[src/rtl/bfs_pkg.sv]
// ----------------------------------------------------------------------------
// bfs_pkg
// shared types and constants of the binary field serializer
// ----------------------------------------------------------------------------
package bfs_pkg;

  localparam int unsigned OpW           = 3;
  localparam int unsigned ValueW        = 64;
  localparam int unsigned ByteW         = 8;
  localparam int unsigned LenW          = 4;
  localparam int unsigned VarintMaxLen  = 10;
  localparam int unsigned QueueDepthDef = 2;

  typedef enum logic [OpW-1:0] {
    OP_U8     = 3'd0,
    OP_U16    = 3'd1,
    OP_U32    = 3'd2,
    OP_U64    = 3'd3,
    OP_BOOL   = 3'd4,
    OP_VARINT = 3'd5,
    OP_ZIGZAG = 3'd6,
    OP_NONE   = 3'd7
  } op_e;

  // one field, ready to be emitted low byte first
  typedef struct packed {
    logic              varint;
    logic [LenW-1:0]   len;
    logic [ValueW-1:0] value;
  } job_t;

endpackage

[src/rtl/bfs_front.sv]
// ----------------------------------------------------------------------------
// bfs_front
// classifies one field: zigzag, bool mapping, byte swap for big-endian
// ----------------------------------------------------------------------------
module bfs_front (
  input  logic                         valid_i,
  input  logic [bfs_pkg::OpW-1:0]      op_i,
  input  logic [bfs_pkg::ValueW-1:0]   value_i,
  input  logic                         byte_order_i,
  output logic                         push_o,
  output bfs_pkg::job_t                job_o
);

  bfs_pkg::op_e                op;
  logic [bfs_pkg::ValueW-1:0]  swapped;
  logic [bfs_pkg::LenW-1:0]    nbytes;

  assign op = bfs_pkg::op_e'(op_i);

  always_comb begin
    unique case (op)
      bfs_pkg::OP_U16: nbytes = bfs_pkg::LenW'(2);
      bfs_pkg::OP_U32: nbytes = bfs_pkg::LenW'(4);
      bfs_pkg::OP_U64: nbytes = bfs_pkg::LenW'(8);
      default:         nbytes = bfs_pkg::LenW'(1);
    endcase
  end

  // big-endian: reverse the low nbytes bytes so the back end always sends low byte first
  always_comb begin
    swapped = '0;
    unique case (op)
      bfs_pkg::OP_U16: swapped[15:0] = {value_i[7:0], value_i[15:8]};
      bfs_pkg::OP_U32: begin
        for (int k = 0; k < 4; k++) swapped[8*k +: 8] = value_i[8*(3-k) +: 8];
      end
      bfs_pkg::OP_U64: begin
        for (int k = 0; k < 8; k++) swapped[8*k +: 8] = value_i[8*(7-k) +: 8];
      end
      default: swapped[7:0] = value_i[7:0];
    endcase
  end

  always_comb begin
    job_o.varint = 1'b0;
    job_o.len    = nbytes;
    job_o.value  = byte_order_i ? swapped : value_i;
    unique case (op)
      bfs_pkg::OP_BOOL: begin
        job_o.value = {{(bfs_pkg::ValueW-1){1'b0}}, |value_i};
      end
      bfs_pkg::OP_VARINT: begin
        job_o.varint = 1'b1;
        job_o.len    = bfs_pkg::LenW'(bfs_pkg::VarintMaxLen);
        job_o.value  = value_i;
      end
      bfs_pkg::OP_ZIGZAG: begin
        job_o.varint = 1'b1;
        job_o.len    = bfs_pkg::LenW'(bfs_pkg::VarintMaxLen);
        job_o.value  = {value_i[bfs_pkg::ValueW-2:0], 1'b0}
                     ^ {bfs_pkg::ValueW{value_i[bfs_pkg::ValueW-1]}};
      end
      default: ;
    endcase
  end

  // unused code is taken and dropped
  assign push_o = valid_i && (op != bfs_pkg::OP_NONE);

endmodule

[src/rtl/bfs_fifo.sv]
// ----------------------------------------------------------------------------
// bfs_fifo
// short job queue between front and back end
// ----------------------------------------------------------------------------
module bfs_fifo #(
  parameter int unsigned Depth = bfs_pkg::QueueDepthDef
) (
  input  logic          clk_i,
  input  logic          rst_ni,
  input  logic          push_i,
  input  bfs_pkg::job_t wdata_i,
  output logic          full_o,
  input  logic          pop_i,
  output logic          valid_o,
  output bfs_pkg::job_t rdata_o
);

  localparam int unsigned PtrW = (Depth > 1) ? $clog2(Depth) : 1;
  localparam int unsigned CntW = $clog2(Depth + 1);

  bfs_pkg::job_t   mem_q [Depth];
  logic [PtrW-1:0] wptr_q, wptr_d, rptr_q, rptr_d;
  logic [CntW-1:0] cnt_q, cnt_d;
  logic            do_push, do_pop;

  assign full_o  = (cnt_q == CntW'(Depth));
  assign valid_o = (cnt_q != '0);
  assign rdata_o = mem_q[rptr_q];
  assign do_push = push_i && !full_o;
  assign do_pop  = pop_i && valid_o;

  always_comb begin
    wptr_d = wptr_q;
    rptr_d = rptr_q;
    cnt_d  = cnt_q;
    if (do_push) begin
      wptr_d = (wptr_q == PtrW'(Depth - 1)) ? '0 : wptr_q + PtrW'(1);
    end
    if (do_pop) begin
      rptr_d = (rptr_q == PtrW'(Depth - 1)) ? '0 : rptr_q + PtrW'(1);
    end
    if (do_push && !do_pop) begin
      cnt_d = cnt_q + CntW'(1);
    end else if (do_pop && !do_push) begin
      cnt_d = cnt_q - CntW'(1);
    end
  end

  always_ff @(posedge clk_i or negedge rst_ni) begin
    if (!rst_ni) begin
      wptr_q <= '0;
      rptr_q <= '0;
      cnt_q  <= '0;
    end else begin
      wptr_q <= wptr_d;
      rptr_q <= rptr_d;
      cnt_q  <= cnt_d;
    end
  end

  always_ff @(posedge clk_i) begin
    if (do_push) begin
      mem_q[wptr_q] <= wdata_i;
    end
  end

endmodule

[src/rtl/bfs_back.sv]
// ----------------------------------------------------------------------------
// bfs_back
// emits the bytes of one job per field, one byte per transfer
// ----------------------------------------------------------------------------
module bfs_back (
  input  logic                       clk_i,
  input  logic                       rst_ni,
  input  logic                       job_valid_i,
  input  bfs_pkg::job_t              job_i,
  output logic                       pop_o,
  output logic                       m_axis_tvalid_o,
  input  logic                       m_axis_tready_i,
  output logic [bfs_pkg::ByteW-1:0]  m_axis_tdata_o,
  output logic                       m_axis_tlast_o
);

  logic                        busy_q, busy_d;
  logic                        varint_q, varint_d;
  logic [bfs_pkg::LenW-1:0]    rem_q, rem_d;
  logic [bfs_pkg::ValueW-1:0]  val_q, val_d;
  logic                        last, take, load;

  assign last = varint_q ? ((val_q[bfs_pkg::ValueW-1:7] == '0) || (rem_q == bfs_pkg::LenW'(1)))
                         : (rem_q == bfs_pkg::LenW'(1));

  assign m_axis_tvalid_o = busy_q;
  assign m_axis_tlast_o  = last;
  assign m_axis_tdata_o  = varint_q ? {!last, val_q[6:0]} : val_q[7:0];

  assign take  = busy_q && m_axis_tready_i;
  assign load  = !busy_q || (take && last);
  assign pop_o = load && job_valid_i;

  always_comb begin
    busy_d   = busy_q;
    varint_d = varint_q;
    rem_d    = rem_q;
    val_d    = val_q;
    if (load) begin
      busy_d   = job_valid_i;
      varint_d = job_i.varint;
      rem_d    = job_i.len;
      val_d    = job_i.value;
    end else if (take) begin
      rem_d = rem_q - bfs_pkg::LenW'(1);
      val_d = varint_q ? {7'b0, val_q[bfs_pkg::ValueW-1:7]}
                       : {8'b0, val_q[bfs_pkg::ValueW-1:8]};
    end
  end

  always_ff @(posedge clk_i or negedge rst_ni) begin
    if (!rst_ni) begin
      busy_q <= 1'b0;
    end else begin
      busy_q <= busy_d;
    end
  end

  always_ff @(posedge clk_i) begin
    varint_q <= varint_d;
    rem_q    <= rem_d;
    val_q    <= val_d;
  end

endmodule

[src/rtl/binary_field_serializer.sv]
// ----------------------------------------------------------------------------
// binary_field_serializer
// serializes one fixed-width, bool or varint field per input transfer
// ----------------------------------------------------------------------------
// Each input transfer carries one field and produces 1 to 10 output byte
// transfers, tlast on the final byte: u8/u16/u32/u64 give 1/2/4/8 bytes in the
// order set by byte_order (0 little-, 1 big-endian), bool gives one byte, and
// varint and zigzag varint give one byte per 7-bit group. The output runs at
// one byte per cycle while m_axis_tready_i is high, from the single byte
// shifter of the back end; consecutive queued fields follow with no gap. A
// queue of QueueDepth classified fields sits between input and output so the
// input keeps taking fields while output stalls, until the queue is full.
// Operation code 7 is taken and yields no bytes. The user must write
// byte_order only while no field is in flight; the block does not enforce it.
// ----------------------------------------------------------------------------
module binary_field_serializer #(
  parameter int unsigned QueueDepth = bfs_pkg::QueueDepthDef
) (
  input  logic                        clk_i,
  input  logic                        rst_ni,
  input  logic                        cfg_we_i,
  input  logic                        cfg_wdata_i,
  input  logic                        s_axis_tvalid_i,
  output logic                        s_axis_tready_o,
  input  logic [bfs_pkg::ValueW-1:0]  s_axis_tdata_i,   // value
  input  logic [bfs_pkg::OpW-1:0]     s_axis_tuser_i,   // operation
  output logic                        m_axis_tvalid_o,
  input  logic                        m_axis_tready_i,
  output logic [bfs_pkg::ByteW-1:0]   m_axis_tdata_o,   // out_byte
  output logic                        m_axis_tlast_o
);

  logic          byte_order_q;
  logic          push, full, job_valid, pop;
  bfs_pkg::job_t job_in, job_out;

  always_ff @(posedge clk_i or negedge rst_ni) begin
    if (!rst_ni) begin
      byte_order_q <= 1'b0;
    end else if (cfg_we_i) begin
      byte_order_q <= cfg_wdata_i;
    end
  end

  assign s_axis_tready_o = !full;

  bfs_front u_front (
    .valid_i      (s_axis_tvalid_i && !full),
    .op_i         (s_axis_tuser_i),
    .value_i      (s_axis_tdata_i),
    .byte_order_i (byte_order_q),
    .push_o       (push),
    .job_o        (job_in)
  );

  bfs_fifo #(
    .Depth (QueueDepth)
  ) u_fifo (
    .clk_i   (clk_i),
    .rst_ni  (rst_ni),
    .push_i  (push),
    .wdata_i (job_in),
    .full_o  (full),
    .pop_i   (pop),
    .valid_o (job_valid),
    .rdata_o (job_out)
  );

  bfs_back u_back (
    .clk_i           (clk_i),
    .rst_ni          (rst_ni),
    .job_valid_i     (job_valid),
    .job_i           (job_out),
    .pop_o           (pop),
    .m_axis_tvalid_o (m_axis_tvalid_o),
    .m_axis_tready_i (m_axis_tready_i),
    .m_axis_tdata_o  (m_axis_tdata_o),
    .m_axis_tlast_o  (m_axis_tlast_o)
  );

endmodule
[config.mk]
export PLATFORM = sky130hd
export DESIGN_NAME = binary_field_serializer
export DESIGN_NICKNAME = d
export VERILOG_FILES = /design/src/rtl/bfs_pkg.sv /design/src/rtl/bfs_front.sv /design/src/rtl/bfs_fifo.sv /design/src/rtl/bfs_back.sv /design/src/rtl/binary_field_serializer.sv
export SDC_FILE = /design/constraint.sdc
export NUM_CORES = 1
export LEC_CHECK = 0
export BUFFER_PORTS_ARGS = -buffer_cell sky130_fd_sc_hd__buf_2
export CAP_MARGIN = 20
export CELL_PAD_IN_SITES_DETAIL_PLACEMENT = 0
export CELL_PAD_IN_SITES_GLOBAL_PLACEMENT = 2
export CORE_MARGIN = 2
export CORE_UTILIZATION = 43
export CTS_BUF_LIST = sky130_fd_sc_hd__clkbuf_4
export CTS_CLUSTER_SIZE = 40
export DETAILED_ROUTE_END_ITERATION = 6
export MAX_ROUTING_LAYER = met4
export PLACE_DENSITY = 0.94
export SLEW_MARGIN = 30
export SYNTH_ARGS = -nofsm -noshare
export SYNTH_HDL_FRONTEND = slang
export SYNTH_SLANG_ARGS = --single-unit
[constraint.sdc]
create_clock -name clk_i -period 5.33 [get_ports clk_i]
set_input_delay 0.533 -clock clk_i [delete_from_list [all_inputs] [get_ports clk_i]]
set_output_delay 0.533 -clock clk_i [all_outputs]
set_load 0.03 [all_outputs]
==> metrics.txt <==
# TYPE chip_impl_metric gauge
chip_impl_metric{name="data_required_time_at_the_worst_endpoint",unit="ns"} 4.80
chip_impl_metric{name="viasPerCell",unit=""} 6.22
chip_impl_metric{name="maximum_capacitance_violations",unit=""} 0
chip_impl_info{name="critPathSlowestCell",value="sky130_fd_sc_hd__or4_1"} 1
chip_impl_metric{name="max_freq",unit="MHz"} 301
chip_impl_metric{name="boundaryPins",unit=""} 84
chip_impl_metric{name="grt_start_max_net_pins",unit=""} 73
chip_impl_metric{name="via_count_of_the_first_global_routing_pass",unit=""} 8510
chip_impl_metric{name="postRouteAntennaNets",unit=""} 0
chip_impl_metric{name="setup-violations-final",unit=""} 0
chip_impl_info{name="cts_root_buffer",value="sky130_fd_sc_hd__clkbuf_4"} 1
chip_impl_metric{name="timing_max_transition_violations_final",unit=""} 0
chip_impl_metric{name="hold_violations",unit=""} 0
chip_impl_metric{name="longest_individual_stage_delay_on_the_worst_path",unit="ns"} 0.59
chip_impl_metric{name="critical_path.max_fanout",unit=""} 3
chip_impl_info{name="tritoncts_clock_tree",value="done"} 1
chip_impl_metric{name="globalRouteMet3Util",unit=""} 0.0419
chip_impl_metric{name="fin_setup_tns",unit="ns"} 0
chip_impl_metric{name="clkSinkCount",unit=""} 213
chip_impl_metric{name="postSynthRegisterBits",unit=""} 213
chip_impl_metric{name="finalCritPeriodShare",unit=""} 0.624
chip_impl_info{name="status",value="completed"} 1
chip_impl_metric{name="grtUsageMet1",unit=""} 0.334
chip_impl_info{name="rsz0062_at_grt",value="no"} 1
chip_impl_metric{name="mapped_area",unit="sq um"} 11800
chip_impl_metric{name="core_region_area",unit="sq um"} 27000
chip_impl_metric{name="via_count",unit=""} 8809
chip_impl_metric{name="grt_first_pass_wirelength",unit="mm"} 52.7
chip_impl_metric{name="fp.dieW",unit="microns"} 170
chip_impl_metric{name="grt_antenna_before_repair",unit=""} 1
chip_impl_metric{name="postCtsSetupRepairBufs",unit=""} 0
chip_impl_metric{name="postSynthAreaPerCell",unit="sq um"} 12.2
chip_impl_info{name="timing.critical_path.from_type",value="flop"} 1
chip_impl_metric{name="synth.yosys.warnings",unit=""} 0
chip_impl_info{name="layout.cells.most_common_list",value="sky130_fd_sc_hd__edfxtp_1 (207), sky130_fd_sc_hd__mux2i_1 (189), sky130_fd_sc_hd__buf_2 (81), sky130_fd_sc_hd__clkbuf_4 (70), sky130_fd_sc_hd__a21oi_1 (58)"} 1
chip_impl_info{name="path_delay_family",value="simple AND/OR/NAND/NOR gates"} 1
chip_impl_metric{name="syn-num-nets",unit=""} 1049
chip_impl_metric{name="initial_core_util",unit=""} 0.439
chip_impl_metric{name="clk_path_buf_depth",unit=""} 3
chip_impl_metric{name="utilization",unit=""} 0.489
chip_impl_metric{name="ys_seq_area_frac",unit=""} 0.538
chip_impl_metric{name="design.final.nets",unit=""} 1114
chip_impl_metric{name="cp.depth",unit=""} 6
chip_impl_metric{name="postPlaceCellArea",unit="sq um"} 12500
chip_impl_metric{name="worst-endpoint-arrival",unit="ns"} 2.79
chip_impl_metric{name="final.min_clock_period",unit="ns"} 3.32
chip_impl_metric{name="area_growth",unit="%"} 11.4
chip_impl_metric{name="die_area",unit="sq um"} 28900
chip_impl_metric{name="peakVddDrop",unit="V"} 0.000226
chip_impl_metric{name="worstPathBufferInverterCount",unit=""} 1
chip_impl_info{name="crit_type",value="reg2out"} 1
chip_impl_metric{name="worst-slew-pin-transition",unit="ns"} 0.956
chip_impl_metric{name="port_buffers",unit=""} 83
chip_impl_metric{name="ys_types",unit=""} 43
chip_impl_metric{name="grt_overflow",unit=""} 0
chip_impl_metric{name="worst_setup_hold_path_clk_slew",unit="ns"} 0.06
chip_impl_metric{name="wl_per_cell",unit="microns"} 24.8
chip_impl_metric{name="drive_above_1_share",unit=""} 0.180
chip_impl_metric{name="met2_track_usage_gr",unit=""} 0.384
chip_impl_metric{name="post-route-cell-area",unit="sq um"} 13200
chip_impl_info{name="sort_of_element_at_the_end_of_the_critical_path",value="output pin"} 1
chip_impl_info{name="layout_commonest_cell",value="sky130_fd_sc_hd__edfxtp_1"} 1
chip_impl_metric{name="placement_rows",unit=""} 60
chip_impl_metric{name="routed_wl",unit="mm"} 35.1
chip_impl_metric{name="dp.final_hpwl",unit="mm"} 23.7
chip_impl_metric{name="cts_max_level",unit=""} 2
chip_impl_metric{name="power.density_cell_area",unit="nW/um^2"} 387
chip_impl_metric{name="groute.usage.overall",unit=""} 0.250
chip_impl_info{name="globalRoute.busiestLayer",value="met2"} 1
chip_impl_metric{name="clk_latency",unit="ns"} 0.66
chip_impl_info{name="synth-main-ff-cell",value="sky130_fd_sc_hd__edfxtp_1"} 1
chip_impl_metric{name="fp.dieH",unit="microns"} 170
chip_impl_metric{name="max-slew-margin-rel",unit=""} 0.359
chip_impl_metric{name="place.gp.congestion",unit=""} 0.879
chip_impl_info{name="timing.critical_path.cells",value="nor4_1 > nand4_1 > or4_1 > nand3_1 > o21ai_0 > buf_2"} 1
chip_impl_metric{name="cts-buffers-inserted",unit=""} 51
chip_impl_metric{name="first_pass_iters",unit=""} 5
chip_impl_metric{name="netlist_instances",unit=""} 972
chip_impl_info{name="hold_path.class",value="in2reg"} 1
chip_impl_metric{name="r2r_cells",unit=""} 6
chip_impl_metric{name="whs_path_depth",unit=""} 2
chip_impl_metric{name="drt_iter0_markers",unit=""} 1084
chip_impl_metric{name="synth-async-reset-ratio",unit=""} 0.0282
chip_impl_metric{name="power.static_leakage",unit="nW"} 5.40
chip_impl_metric{name="synth_edf_count",unit=""} 207
chip_impl_metric{name="drc",unit=""} 0
chip_impl_metric{name="clock-skew-final",unit="ns"} 0.0284
==> routing by layer <==
metal,part of all wire,vias up
met4,0.036,0
li1,-,3933
met2,0.46,486
met3,0.090,111
met5,0,-
met1,0.41,4279
==> through the flow <==
stage | power (mW) | hold slack (ns) | setup slack, ns | cells
6_report | 5.10 | 0.0667 | 2.01 | 1417
5_1_grt | 5.32 | 0.0490 | 1.79 | 1417
4_1_cts | 5.11 | 0.0259 | 1.88 | 1414
3_5_place_dp | 3.75 | 0.379 | 2.11 | 1322
3_3_place_gp | 3.69 | 0.383 | 2.08 | 1320
2_1_floorplan | 3.28 | 0.237 | 0.691 | 972
==> synthesized netlist by cell type (2+ instances only) <==
| master | n | area share |
|---|---|---|
| sky130_fd_sc_hd__a21oi_1 | 59 | 0.025 |
| sky130_fd_sc_hd__o22ai_1 | 9 | 0.0048 |
| sky130_fd_sc_hd__inv_1 | 10 | 0.0032 |
| sky130_fd_sc_hd__mux2i_1 | 189 | 0.16 |
| sky130_fd_sc_hd__nand2b_1 | 3 | 0.0016 |
| sky130_fd_sc_hd__buf_1 | 6 | 0.0019 |
| sky130_fd_sc_hd__a22o_1 | 7 | 0.0052 |
| sky130_fd_sc_hd__a21o_1 | 33 | 0.021 |
| sky130_fd_sc_hd__nor3_1 | 4 | 0.0017 |
| sky130_fd_sc_hd__mux2_2 | 5 | 0.0048 |
| sky130_fd_sc_hd__clkbuf_1 | 55 | 0.017 |
| sky130_fd_sc_hd__a211oi_1 | 8 | 0.0051 |
| sky130_fd_sc_hd__or4_1 | 2 | 0.0013 |
| sky130_fd_sc_hd__ha_1 | 4 | 0.0042 |
| sky130_fd_sc_hd__o21ai_0 | 46 | 0.019 |
| sky130_fd_sc_hd__a31oi_1 | 2 | 0.0011 |
| sky130_fd_sc_hd__nand3_1 | 13 | 0.0055 |
| sky130_fd_sc_hd__xor2_1 | 56 | 0.041 |
| sky130_fd_sc_hd__buf_2 | 14 | 0.0059 |
| sky130_fd_sc_hd__nand2_1 | 53 | 0.017 |
| sky130_fd_sc_hd__nor4_1 | 27 | 0.014 |
| sky130_fd_sc_hd__a221o_1 | 7 | 0.0059 |
| sky130_fd_sc_hd__dfrtp_1 | 6 | 0.013 |
| sky130_fd_sc_hd__nor2_1 | 17 | 0.0054 |
| sky130_fd_sc_hd__a221oi_1 | 47 | 0.035 |
| sky130_fd_sc_hd__or2_2 | 2 | 0.0011 |
| sky130_fd_sc_hd__buf_4 | 7 | 0.0044 |
| sky130_fd_sc_hd__a22oi_1 | 25 | 0.016 |
| sky130_fd_sc_hd__buf_6 | 8 | 0.0076 |
| sky130_fd_sc_hd__nand4_1 | 8 | 0.0042 |
| sky130_fd_sc_hd__and2_1 | 9 | 0.0048 |
| sky130_fd_sc_hd__xnor2_1 | 14 | 0.010 |
| sky130_fd_sc_hd__edfxtp_1 | 207 | 0.53 |
==> flip-flops by register name, indices dropped and copies added, names as in the netlist, 2 cells and up <==
register	flops
u_back.rem_q	4
u_fifo.cnt_q	2
u_back.val_q	64
u_fifo.mem_q	138
==> power breakdown <==
part	total (mW)	switching, mW	leakage (nW)	internal (mW)
logic	1.27	0.782	2.96	0.488
clock network	1.36	0.654	0.394	0.708
registers	2.47	0.214	2.04	2.25
==> what timing repair did <==
item | in CTS | in global routing
hold buffers | 1 | 0
hold endpoints to repair | 6 | 0
resized for setup | 0 | 0
==> worst register-to-register path: cells and delay by family (launching register included) <==
family / cells / cell delay [ns]
and+or+nand+nor: 3 / 1.26
AOI/OAI and AO/OA: 1 / 0.37
muxes: 1 / 0.28
buffers and inverters: 1 / 0.46
DFF: 1 / 0.41
==> final cells by class <==
| class | instances | area, sq um |
|---|---|---|
| clock inverter | 21 | 139 |
| inverter | 11 | 41.3 |
| tap | 341 | 427 |
| timing repair buffer | 102 | 654 |
| antenna | 1 | 2.50 |
| clock buffer | 70 | 526 |
| fill | 2326 | 13800 |
| sequential | 213 | 6370 |
| multi-input combinational | 658 | 5030 |
==> path summary, 6_finish.rpt <==
kind	start	slack, ns	end
max	u_back.val_q[29]	2.01	m_axis_tdata_o[7]
min	cfg_we_i	0.07	byte_order_q
max reg2reg	u_back.val_q[29]	2.27	u_back.val_q[30]
min reg2reg	u_fifo.cnt_q[1]	0.52	u_fifo.cnt_q[1]
max in group asynchronous	rst_ni	4.91	u_fifo.rptr_q
min in group asynchronous	rst_ni	0.23	u_fifo.cnt_q[0]
==> cells by family after synthesis <==
group                      count (synthesis)  share of synthesized area
AOI/OAI and AO/OA                        248                      0.141
xor gates and xnor gates                  70                     0.0518
adders and majority gates                  4                    0.00423
buffers and inverters                    101                     0.0408
DFF                                      213                      0.538
muxes                                    194                      0.165
and+or+nand+nor                          142                     0.0594
Note: power is estimated with default switching activity, not from simulation.
